==> src/rtl/assert_macros.svh <==
// Assertion helpers shared by the RTL files.
`ifndef ASSERT_MACROS_SVH
`define ASSERT_MACROS_SVH

// Same-cycle implication, disabled while reset is high.
`define ASSERT_IMPL(lbl, clk, rst, ante, cons) \
  lbl: assert property (@(posedge clk) disable iff (rst) (ante) |-> (cons)) \
    else $error("assertion failed in %m");

// Next-cycle implication, disabled while reset is high.
`define ASSERT_NEXT(lbl, clk, rst, ante, cons) \
  lbl: assert property (@(posedge clk) disable iff (rst) (ante) |=> (cons)) \
    else $error("assertion failed in %m");

`endif

==> src/rtl/scss_pkg.sv <==
`default_nettype none

package scss_pkg;

  // Line buffer length; only the first LINE_MAX-1 characters of a line count.
  localparam int LINE_MAX   = 20;
  localparam int LINE_CNT_W = $clog2(LINE_MAX);

  localparam int POS_W   = 15;
  localparam int POS_MAX = 32767;

  localparam int CFG_IDX_W  = 2;
  localparam int CFG_DATA_W = 8;

  // Configuration register indexes.
  localparam logic [CFG_IDX_W-1:0] CFG_STEP_SIZE      = 2'd0;
  localparam logic [CFG_IDX_W-1:0] CFG_SNAP_THRESHOLD = 2'd1;

  localparam logic [CFG_DATA_W-1:0] STEP_SIZE_RESET      = 8'd8;
  localparam logic [CFG_DATA_W-1:0] SNAP_THRESHOLD_RESET = 8'd16;

  // Input item kinds.
  localparam logic KIND_BYTE = 1'b0;
  localparam logic KIND_TICK = 1'b1;

  // Characters of interest.
  localparam logic [7:0] CHAR_NUL = 8'h00;
  localparam logic [7:0] CHAR_LF  = 8'h0a;
  localparam logic [7:0] CHAR_CR  = 8'h0d;
  localparam logic [7:0] CHAR_Y   = 8'h79;
  localparam logic [7:0] CHAR_P   = 8'h70;
  localparam logic [7:0] CHAR_0   = 8'h30;
  localparam logic [7:0] CHAR_9   = 8'h39;

  typedef enum logic [1:0] {
    CMD_NONE  = 2'd0,
    CMD_AXIS1 = 2'd1,
    CMD_AXIS2 = 2'd2
  } cmd_kind_t;

  typedef struct packed {
    logic       kind;
    logic [7:0] rx_byte;
  } in_item_t;

  typedef struct packed {
    logic [POS_W-1:0] goal_first;
    logic [POS_W-1:0] goal_second;
  } out_item_t;

  // Both axis targets as held by the parser.
  typedef struct packed {
    logic [POS_W-1:0] first;
    logic [POS_W-1:0] second;
  } targets_t;

endpackage

`default_nettype wire

==> src/rtl/scss_parser.sv <==
`default_nettype none

`include "assert_macros.svh"

module scss_parser (
  input  wire logic              clk,
  input  wire logic              rst,
  input  wire logic              byte_en,
  input  wire logic [7:0]        rx_byte,
  output scss_pkg::targets_t     targets
);
  import scss_pkg::*;

  localparam logic [LINE_CNT_W-1:0] LINE_LAST = LINE_CNT_W'(LINE_MAX - 1);

  logic [LINE_CNT_W-1:0] line_count, line_count_next;
  cmd_kind_t             command_kind, command_kind_next;
  logic [POS_W-1:0]      digit_value, digit_value_next;
  logic                  digits_open, digits_open_next;
  logic                  text_ended, text_ended_next;
  targets_t              targets_next;

  logic                  is_digit;
  logic [18:0]           digit_acc;
  logic                  text_end_now;

  assign is_digit = (rx_byte >= CHAR_0) && (rx_byte <= CHAR_9);

  // Value times ten plus the new digit, built from two shifts.
  assign digit_acc = {1'b0, digit_value, 3'b000} + {3'b000, digit_value, 1'b0}
                   + {15'd0, rx_byte[3:0]};

  assign text_end_now = text_ended || (rx_byte == CHAR_NUL);

  // Next line state for one received byte.
  always_comb begin
    line_count_next   = line_count;
    command_kind_next = command_kind;
    digit_value_next  = digit_value;
    digits_open_next  = digits_open;
    text_ended_next   = text_ended;
    targets_next      = targets;
    if (byte_en) begin
      if (rx_byte == CHAR_LF) begin
        // End of line: commit the value to the named axis and start over.
        unique case (command_kind)
          CMD_AXIS1: targets_next.first  = digit_value;
          CMD_AXIS2: targets_next.second = digit_value;
          default: begin
          end
        endcase
        line_count_next   = '0;
        command_kind_next = CMD_NONE;
        digit_value_next  = '0;
        digits_open_next  = 1'b1;
        text_ended_next   = 1'b0;
      end else if ((rx_byte != CHAR_CR) && (line_count < LINE_LAST)) begin
        text_ended_next = text_end_now;
        if (line_count == '0) begin
          if (rx_byte == CHAR_Y) begin
            command_kind_next = CMD_AXIS1;
          end else if (rx_byte == CHAR_P) begin
            command_kind_next = CMD_AXIS2;
          end else begin
            command_kind_next = CMD_NONE;
          end
        end else if (digits_open && !text_end_now && is_digit) begin
          if (digit_acc > 19'(POS_MAX)) begin
            digit_value_next = POS_W'(POS_MAX);
          end else begin
            digit_value_next = digit_acc[POS_W-1:0];
          end
        end else begin
          digits_open_next = 1'b0;
        end
        line_count_next = line_count + 1'b1;
      end
    end
  end

  always_ff @(posedge clk) begin
    if (rst) begin
      line_count   <= '0;
      command_kind <= CMD_NONE;
      digit_value  <= '0;
      digits_open  <= 1'b1;
      text_ended   <= 1'b0;
      targets      <= '0;
    end else begin
      line_count   <= line_count_next;
      command_kind <= command_kind_next;
      digit_value  <= digit_value_next;
      digits_open  <= digits_open_next;
      text_ended   <= text_ended_next;
      targets      <= targets_next;
    end
  end

  `ASSERT_IMPL(a_line_bound, clk, rst, 1'b1, line_count <= LINE_LAST)
  `ASSERT_NEXT(a_newline_clears, clk, rst, byte_en && (rx_byte == CHAR_LF),
               (line_count == '0) && digits_open && (digit_value == '0))

endmodule

`default_nettype wire

==> src/rtl/serial_command_servo_slew.sv <==
`default_nettype none

`include "assert_macros.svh"

// Two-axis slew controller driven by a text command stream. Byte items build
// a line: "y<digits>" sets the target of axis one and "p<digits>" the target
// of axis two, committed when the newline arrives. Each tick item moves both
// axes toward their targets by step_size (snapping when closer than
// snap_threshold) and produces one result with both goal positions. An item
// is accepted every cycle unless a tick waits in the input register; each
// item sits in the input register while the parser or slew logic computes
// the value that is loaded into the result register. A stalled result holds
// the result register, and the input register then holds the next tick;
// byte items keep flowing while a result waits. Registers are written
// through the configuration port, which is always ready.
module serial_command_servo_slew (
  input  wire logic                          clk,
  input  wire logic                          rst,
  input  wire logic                          in_valid,
  output logic                               in_stall,
  input  wire scss_pkg::in_item_t            in_data,
  output logic                               out_valid,
  input  wire logic                          out_stall,
  output scss_pkg::out_item_t                out_data,
  input  wire logic                          cfg_valid,
  output logic                               cfg_ready,
  input  wire logic [scss_pkg::CFG_IDX_W-1:0]  cfg_index,
  input  wire logic [scss_pkg::CFG_DATA_W-1:0] cfg_data
);
  import scss_pkg::*;

  logic [CFG_DATA_W-1:0] step_size;
  logic [CFG_DATA_W-1:0] snap_threshold;

  in_item_t         stage;
  logic             stage_valid;
  logic             out_free;
  logic             advance;
  logic             take_tick;
  logic             take_byte;
  targets_t         targets;
  logic [POS_W-1:0] cur_first, cur_second;
  logic [POS_W-1:0] cur_first_next, cur_second_next;

  // One axis step: snap when close, otherwise move by the step and clamp.
  function automatic logic [POS_W-1:0] slew(input logic [POS_W-1:0] cur,
                                            input logic [POS_W-1:0] tgt,
                                            input logic [CFG_DATA_W-1:0] step,
                                            input logic [CFG_DATA_W-1:0] snap);
    logic signed [POS_W+1:0] delta;
    logic        [POS_W:0]   mag;
    logic        [POS_W+1:0] sum;
    logic signed [POS_W+1:0] diff;
    logic        [POS_W-1:0] res;
    delta = $signed({2'b00, tgt}) - $signed({2'b00, cur});
    mag   = delta[POS_W+1] ? (POS_W+1)'(-delta) : delta[POS_W:0];
    sum   = {2'b00, cur} + {{(POS_W+2-CFG_DATA_W){1'b0}}, step};
    diff  = $signed({2'b00, cur}) - $signed({{(POS_W+2-CFG_DATA_W){1'b0}}, step});
    if (mag < {{(POS_W+1-CFG_DATA_W){1'b0}}, snap}) begin
      res = tgt;
    end else if (!delta[POS_W+1] && (delta != '0)) begin
      res = (sum > (POS_W+2)'(POS_MAX)) ? POS_W'(POS_MAX) : sum[POS_W-1:0];
    end else if (delta[POS_W+1]) begin
      res = diff[POS_W+1] ? '0 : diff[POS_W-1:0];
    end else begin
      res = cur;
    end
    return res;
  endfunction

  // Configuration registers.
  assign cfg_ready = 1'b1;

  always_ff @(posedge clk) begin
    if (rst) begin
      step_size      <= STEP_SIZE_RESET;
      snap_threshold <= SNAP_THRESHOLD_RESET;
    end else if (cfg_valid && cfg_ready) begin
      unique case (cfg_index)
        CFG_STEP_SIZE:      step_size      <= cfg_data;
        CFG_SNAP_THRESHOLD: snap_threshold <= cfg_data;
        default: begin
        end
      endcase
    end
  end

  // Flow control: a byte always drains, a tick needs room in the result register.
  assign out_free  = !out_valid || !out_stall;
  assign advance   = stage_valid && ((stage.kind == KIND_BYTE) || out_free);
  assign take_tick = advance && (stage.kind == KIND_TICK);
  assign take_byte = advance && (stage.kind == KIND_BYTE);
  assign in_stall  = stage_valid && !advance;

  // Input register.
  always_ff @(posedge clk) begin
    if (rst) begin
      stage_valid <= 1'b0;
    end else if (!in_stall) begin
      stage_valid <= in_valid;
    end
  end

  always_ff @(posedge clk) begin
    if (!in_stall && in_valid) begin
      stage <= in_data;
    end
  end

  scss_parser u_parser (
    .clk     (clk),
    .rst     (rst),
    .byte_en (take_byte),
    .rx_byte (stage.rx_byte),
    .targets (targets)
  );

  // Slew both axes on a tick.
  always_comb begin
    cur_first_next  = slew(cur_first, targets.first, step_size, snap_threshold);
    cur_second_next = slew(cur_second, targets.second, step_size, snap_threshold);
  end

  always_ff @(posedge clk) begin
    if (rst) begin
      cur_first  <= '0;
      cur_second <= '0;
    end else if (take_tick) begin
      cur_first  <= cur_first_next;
      cur_second <= cur_second_next;
    end
  end

  // Result register.
  always_ff @(posedge clk) begin
    if (rst) begin
      out_valid <= 1'b0;
    end else if (take_tick) begin
      out_valid <= 1'b1;
    end else if (!out_stall) begin
      out_valid <= 1'b0;
    end
  end

  always_ff @(posedge clk) begin
    if (take_tick) begin
      out_data.goal_first  <= cur_first_next;
      out_data.goal_second <= cur_second_next;
    end
  end

  `ASSERT_IMPL(a_stall_needs_item, clk, rst, in_stall, stage_valid && (stage.kind == KIND_TICK))
  `ASSERT_NEXT(a_result_kept, clk, rst, out_valid && out_stall, out_valid)
  `ASSERT_NEXT(a_byte_no_result, clk, rst, take_byte && !out_valid, !out_valid)
  `ASSERT_NEXT(a_tick_result, clk, rst, take_tick,
               out_valid && (out_data.goal_first == cur_first))

endmodule

`default_nettype wire

==> config.mk <==
export PLATFORM = sky130hd
export DESIGN_NAME = serial_command_servo_slew
export DESIGN_NICKNAME = d
export VERILOG_FILES = /design/src/rtl/scss_pkg.sv /design/src/rtl/scss_parser.sv /design/src/rtl/serial_command_servo_slew.sv
export VERILOG_INCLUDE_DIRS = /design/src /design/src/rtl
export SDC_FILE = /design/constraint.sdc
export NUM_CORES = 1
export LEC_CHECK = 0
export ABC_AREA = 1
export BUFFER_PORTS_ARGS = -buffer_cell sky130_fd_sc_hd__buf_2
export CORE_UTILIZATION = 35
export CTS_CLUSTER_DIAMETER = 60
export CTS_CLUSTER_SIZE = 8
export DETAILED_ROUTE_END_ITERATION = 10
export PLACE_DENSITY = 0.59
export SLEW_MARGIN = 20
export SYNTH_ARGS = -nofsm -noshare
export SYNTH_HDL_FRONTEND = slang
export SYNTH_SLANG_ARGS = --single-unit
==> constraint.sdc <==
create_clock -name clk -period 4.4 [get_ports clk]
set_input_delay 0 -clock clk [delete_from_list [all_inputs] [get_ports clk]]
set_output_delay 0 -clock clk [all_outputs]
set_load 0.02 [all_outputs]
==> results of run 1 <==
-- routing by layer --
metal / wire [um] / part of all wire, % / global-route usage, % / vias up
li1: - / - / - / 6277
met1: 17900 / 49 / 28.2 / 5618
met2: 16400 / 45 / 32.9 / 318
met3: 1880 / 5.1 / 3.30 / 37
met4: 620 / 1.7 / 5.63 / 0
met5: 0 / 0 / 0 / -
-- timing repair --
item,CTS,global route
hold endpoints to repair,27,0
hold buffers,24,0
endpoints found under the setup margin,0,60
buffers inserted,0,3
resized for setup,0,4
-- cell usage in the layout, fill, tap and decap left out, types with 3 or more instances in the layout --
master | netlist | final
a21o_1 | 5 | 5
nand2_1 | 461 | 461
nor3_1 | 10 | 10
buf_4 | 7 | 14
a21oi_1 | 170 | 170
o21ai_0 | 124 | 124
buf_2 | 8 | 55
ha_1 | 109 | 109
nand2_2 | 38 | 37
dfxtp_1 | 102 | 102
nand3b_1 | 8 | 8
xor2_1 | 50 | 50
clkbuf_16 | 0 | 18
o21a_1 | 4 | 4
o21ai_1 | 3 | 3
nand4_1 | 41 | 41
o211ai_1 | 6 | 6
nor2_1 | 136 | 134
nand3_1 | 141 | 141
nor2_2 | 10 | 11
fa_1 | 8 | 8
o22ai_1 | 5 | 5
inv_2 | 11 | 10
nand3_2 | 17 | 17
a31oi_1 | 5 | 5
nor2_4 | 4 | 5
clkinv_2 | 0 | 4
inv_6 | 0 | 5
xnor2_1 | 11 | 11
inv_1 | 276 | 276
dlygate4sd3_1 | 0 | 24
edfxtp_1 | 39 | 39
-- worst min-delay path by stage --
stage	slack, ns	cells past startpoint	end
floorplan	0.1	0	stage[0]$_DFFE_PP_
global placement	0.18	1	stage[6]$_DFFE_PP_
CTS	0.11	4	step_size[1]$_SDFFE_PP0P_
global route	0.20	4	step_size[6]$_SDFFE_PP0P_
finish	0.16	4	step_size[1]$_SDFFE_PP0P_
detailed placement	0.18	1	stage[6]$_DFFE_PP_
-- kinds of logic after synthesis --
family | count (synthesis)
AOI/OAI and AO/OA | 343
xor gates and xnor gates | 61
adders and majority gates | 117
buffers and inverters | 345
DFF | 141
other | 1
and+or+nand+nor | 880
-- power by group through the flow --
stage               clock network (W)  registers (W)  logic (W)
finish                        0.00145        0.00147    0.00183
global route                  0.00154        0.00147    0.00206
CTS                           0.00148        0.00147    0.00181
detailed placement                  0        0.00149    0.00179
global placement                    0        0.00149    0.00176
floorplan                           0        0.00150    0.00139
-- stage by stage --
| step | std cells | area [um2] |
|---|---|---|
| global placement | 2354 | 13100 |
| finish | 2413 | 14000 |
| global route | 2413 | 14000 |
| CTS | 2410 | 13900 |
| detailed placement | 2354 | 13100 |
| floorplan | 1888 | 12500 |
-- flip-flops by register name (all words and copies together) (netlist names), 5 cells and up --
name / cells
cur_first: 15
cur_second: 15
out_data: 30
snap_threshold: 8
stage: 9
step_size: 8
u_parser.digit_value: 15
u_parser.line_count: 5
u_parser.targets: 30
-- worst max-delay path: stages, from the launching register on --
cell and delay, ns:
dfxtp_1 0.47, inv_1 0.22, ha_1 0.41, nand2_1 0.10, nand2_1 0.07, a21oi_1 0.24, nor2_1 0.07, nor2_1 0.18
nand2_4 0.17, nor2_1 0.15, xnor2_1 0.15, ha_1 0.27, a21oi_1 0.15, o21a_1 0.15, o221a_2 0.18, nand2_1 0.05
nor2_2 0.09, nand2_2 0.09, nor2_8 0.13, nand3_4 0.25, nand2_2 0.20, nand2_1 0.08
-- area by class of cell --
type                       count  area share, %
multi-input combinational   1402           56.4
sequential                   141           22.9
inverter                     288           7.75
timing repair buffer          95           4.72
tap                          455           4.06
clock buffer                  20           3.34
clock inverter                12          0.768
==> qor.yml, run 1 <==
synth:
  yosys-top-cells-count: "nand2_1, inv_1, a21oi_1, nand3_1, nor2_1"
  synth_compound_area_share_pct: 14.8
  synthSimpleGateAreaFrac_pct: 31.9
  synth.most_common_cell: "nand2_1"
  ys_types: 58
  synth_seq_cells: 141
  ys_async_sr_fraction_pct: 0
  synth_edf_count: 39
  synth_area_leader_cell: "dfxtp_1"
  synth_fa_ha_area_share_pct: 12.2
  synth.avg_cell_area_um2: 6.62
  yosysTopAreaCellShare_pct: 16.3
  synth.area.top_cells: "dfxtp_1, nand2_1, ha_1"
  synthCells: 1888
  synth_top_family_by_area: "simple AND/OR/NAND/NOR gates"
  synth.net_count: 2029
  ys_warn_count: 0
  synth_ff_type: "dfxtp_1"
  synth_xor_area_share_pct: 4.27
  synth.area.mux_share_pct: 0
  netlist_area_um2: 12500
  yosysSeqAreaShare_pct: 25.7
routing:
  routed_via_density: 5.08
  antenna_left: 0
  route.detailed.drc: 0
  avgRoutedWirePerCell_um: 15.3
  drt-initial-drc-count: 995
  dr.pass1.iters: 5
  vias: 12250
  wl_um: 36800
floorplanning:
  fp-row-count: 68
  io_pins: 57
  die-area_um2: 36500
  die_x_um: 191
  core_area_um2: 34800
  initial_core_util_pct: 35.9
  die_h_um: 191
global_routing:
  grt_max_degree: 61
  grt_antenna_before_repair: 0
  grt_first_pass_wirelength_um: 58700
  grt_usage_pct: 20.5
  globalRouteOverflowTotal: 0
  grt_pass1_vias: 11255
timing:
  finalHoldViolCount: 0
  rsz0062_at_grt: "false"
  slew_headroom_pct: 30.7
  fin_crit_sh_pct: 93.8
  max_slew.worst_pin.slew_ns: 1.04
  period_needed_ns: 4.13
  holdWs_ns: 0.157
  fin_worst_skew_ns: 0.0106
  setup_viol: 0
  max_freq_mhz: 242
  setup_ws_ns: 0.271
  maxSlewViolCount: 0
  setup_tns_ns: 0
layout:
  diodes: 0
  multi_input_area_um2: 7900
  drive_above_1_share_pct: 10.1
  nFillCells: 3646
  layout-area-overhead-vs-synth_pct: 12.1
  layout.nets: 2086
  post-route-util_pct: 40.3
  seqCellArea_um2: 3210
clocking:
  root_buffer: "clkbuf_16"
  tritoncts: "done"
  htreeDepth: 4
  clkTransAtPathRegs_ns: 0.06
  cts_buffers: 17
  cts_sinks: 141
  clk_latency_ns: 0.44
  clk_path_buf_depth: 2
critical_path:
  r2r_start: "cur_second[8]$_SDFFE_PP0P_"
  critPathMaxFanout: 15
  cp-end-kind: "flop"
  r2r_slack_ns: 0.27
  crit_end: "out_data[5]$_DFFE_PP_"
  r2r_end: "out_data[5]$_DFFE_PP_"
  critPathKind: "reg2reg"
  r2r_cells: 21
  critical_path_arrival_ns: 4.31
  startpoint_type: "flop"
  startpoint: "cur_second[8]$_SDFFE_PP0P_"
  cp.required_ns: 4.58
power:
  switching_share_pct: 39.5
  finalPower_w: 0.00475
  powerDensity_nw_per_um2: 339
  vdd_ir_drop_max_v: 0.000315
  leakagePower_nw: 7.08
  p_sw_w: 0.00188
  internal_power_w: 0.00287
  pwr-share-comb_pct: 38.6
  clock_power_share_pct: 30.6
  seqPwrFrac_pct: 30.9
flow_run:
  drv_cap: 0
place:
  place_hpwl_um: 28900
  portBuffers: 55
  dp_slack_ns: 0.201
  gp_congestion: 0.960
run_status:
  outcome: "finished, final reports clean"
hold_path:
  hp-start: "cfg_index[0]"
  worstHoldPathType: "in2reg"
(Power assumes the default switching activity.)
==> run 2, diff against run 1 <==
- CORE_MARGIN: unset -> 10
==> run 2 against run 1 <==
Global-route usage is 3.1 points lower. Register-to-register slack better by 0.07 ns. Non-clock buffer count up 5. Critical path type unchanged. Clock power up 9%. Utilization is 0.36 points lower. Count of clock-buffer cells in the layout is 1 higher. First-iteration DRC count up 2.3%. Critical path depth rose by 1. Largest cell class unchanged. Setup slack better by 0.072 ns. Fmax is 1.8% higher.
==> qor.yml, run 2 (same netlist as run 1, synthesis figures left out) <==
clocking:
  clk_path_buf_depth: 2
  tritoncts: "done"
  root_buffer: "clkbuf_16"
  htreeDepth: 4
  cts_buffers: 17
  clkTransAtPathRegs_ns: 0.07
  cts_sinks: 141
  clk_latency_ns: 0.45
floorplanning:
  die_x_um: 209
  initial_core_util_pct: 35.3
  fp-row-count: 69
  die_h_um: 209
  io_pins: 57
  core_area_um2: 35400
  die-area_um2: 43700
timing:
  setup_tns_ns: 0
  fin_crit_sh_pct: 92.2
  fin_worst_skew_ns: 0.0119
  rsz0062_at_grt: "false"
  finalHoldViolCount: 0
  period_needed_ns: 4.06
  setup_viol: 0
  max_freq_mhz: 247
  max_slew.worst_pin.slew_ns: 0.991
  slew_headroom_pct: 33.8
  holdWs_ns: 0.122
  maxSlewViolCount: 0
critical_path:
  startpoint_type: "flop"
  critPathMaxStageDelay_ns: 0.50
  cp.required_ns: 4.60
  critPathKind: "reg2reg"
  crit_top_cell: "nand2_1"
  crit_path_cell_trace: "inv_1, ha_1, nand3_2, nand2_2, nand2_1, nand2_1, nand3b_1, nand2_4, nor2_1, xnor2_1, ha_1, a21oi_1, o21a_1, o221a_2, nand2_1, nor2_2, nand2_2, nor2_8, nand3_4, buf_4, nand2_2, nand2_1"
  critical_path_arrival_ns: 4.25
  slowest_stage: "ha_1"
  critPathMaxFanout: 16
  cp-end-kind: "flop"
layout:
  post-route-util_pct: 39.9
  diodes: 0
  layout.nets: 2091
  top_regs: "out_data (30), u_parser.targets (30)"
  nFillCells: 3759
  drive_above_1_share_pct: 10.5
  layout_common_cells: "nand2_1, inv_1, a21oi_1"
  layout-area-overhead-vs-synth_pct: 13.0
  final_common_cell: "nand2_1"
  fin_cells: 2424
place:
  placed_cells: 2358
  place_hpwl_um: 30000
  gp_congestion: 0.969
  portBuffers: 55
flow_run:
  drv_cap: 0
routing:
  vias: 12407
  drt-initial-drc-count: 1018
  antenna_left: 0
  dr.pass1.iters: 6
  route.detailed.drc: 0
  routed_via_density: 5.12
  wl_um: 38400
  avgRoutedWirePerCell_um: 15.9
global_routing:
  grt_first_pass_wirelength_um: 62300
  grt_antenna_before_repair: 0
  grt_usage_pct: 17.5
  globalRouteOverflowTotal: 0
  grt_max_degree: 61
  grt_pass1_vias: 11990
power:
  powerDensity_nw_per_um2: 346
  leakagePower_nw: 7.12
  vdd_ir_drop_max_v: 0.000288
hold_path:
  worstHoldPathType: "in2reg"
run_status:
  outcome: "finished, final reports clean"
[run 2: cell count changes in the layout (fill, tap and decap cells not counted), sizes merged]
cell         change
bufinv           +1
clkbuf           +1
dlygate4sd3      +2
inv              -2
buf              +3
[run 2: power breakdown]
part	internal [W]	switching [W]
Combinational	0.000622	0.00122
Clock	0.000940	0.000636
Sequential	0.00142	0.0000474
Total	0.00298	0.00190
[run 2: area by class of cell]
cell class                 count  area [um2]  share of cell area [%]
clock buffer                  21         504                    3.57
sequential                   141        3220                    22.8
tap                          461         577                    4.08
timing repair buffer         100         707                    5.01
clock inverter                11         124                   0.877
inverter                     288        1080                    7.66
multi-input combinational   1402        7910                    56.0
[run 2: path summary, 6_finish.rpt]
| path | start | to | slack, ns | cells after the start |
|---|---|---|---|---|
| setup / recovery | cur_second[2]$_SDFFE_PP0P_ | out_data[7]$_DFFE_PP_ | 0.34 | 22 |
| hold / removal | cfg_index[1] | snap_threshold[3]$_SDFFE_PP0P_ | 0.12 | 4 |
| hold reg to reg | u_parser.text_ended$_SDFFE_PP0P_ | u_parser.text_ended$_SDFFE_PP0P_ | 0.46 | 2 |
| setup reg to reg | cur_second[2]$_SDFFE_PP0P_ | out_data[7]$_DFFE_PP_ | 0.34 | 22 |
[run 2: metal layers]
layer / up-vias / part of all wire [%] / track usage (%)
li1: 6303 / - / -
met1: 5735 / 47 / 23.0
met2: 324 / 45 / 28.5
met3: 45 / 5.5 / 3.04
met4: 0 / 1.7 / 5.33
met5: - / 0 / 0
[run 2: worst max-delay path: cells and delay by family (launching register included)]
family                   cells  cell delay, ns
AO/OA/AOI/OAI                3            0.50
buffers and inverters        2            0.32
flip-flops                   1            0.38
XOR/XNOR                     1            0.13
AND/OR/NAND/NOR             14            1.66
adder cells (fa/ha/maj)      2            0.79
[run 2: per-stage QoR]
| step | instance area (um2) | power (W) | setup WS [ns] |
|---|---|---|---|
| global route | 14100 | 0.00520 | 0.0268 |
| CTS | 14000 | 0.00489 | 0.186 |
| floorplan | 12500 | 0.00289 | 0.491 |
| global placement | 13100 | 0.00325 | 0.197 |
| detailed placement | 13100 | 0.00328 | 0.201 |
| finish | 14100 | 0.00488 | 0.343 |
[run 2: timing repair]
action / CTS / global route
setup endpoints to repair: 0 / 60
hold buffers: 26 / 0
gates resized for setup: 0 / 8
setup buffers: 0 / 8
hold endpoints to repair: 27 / 0
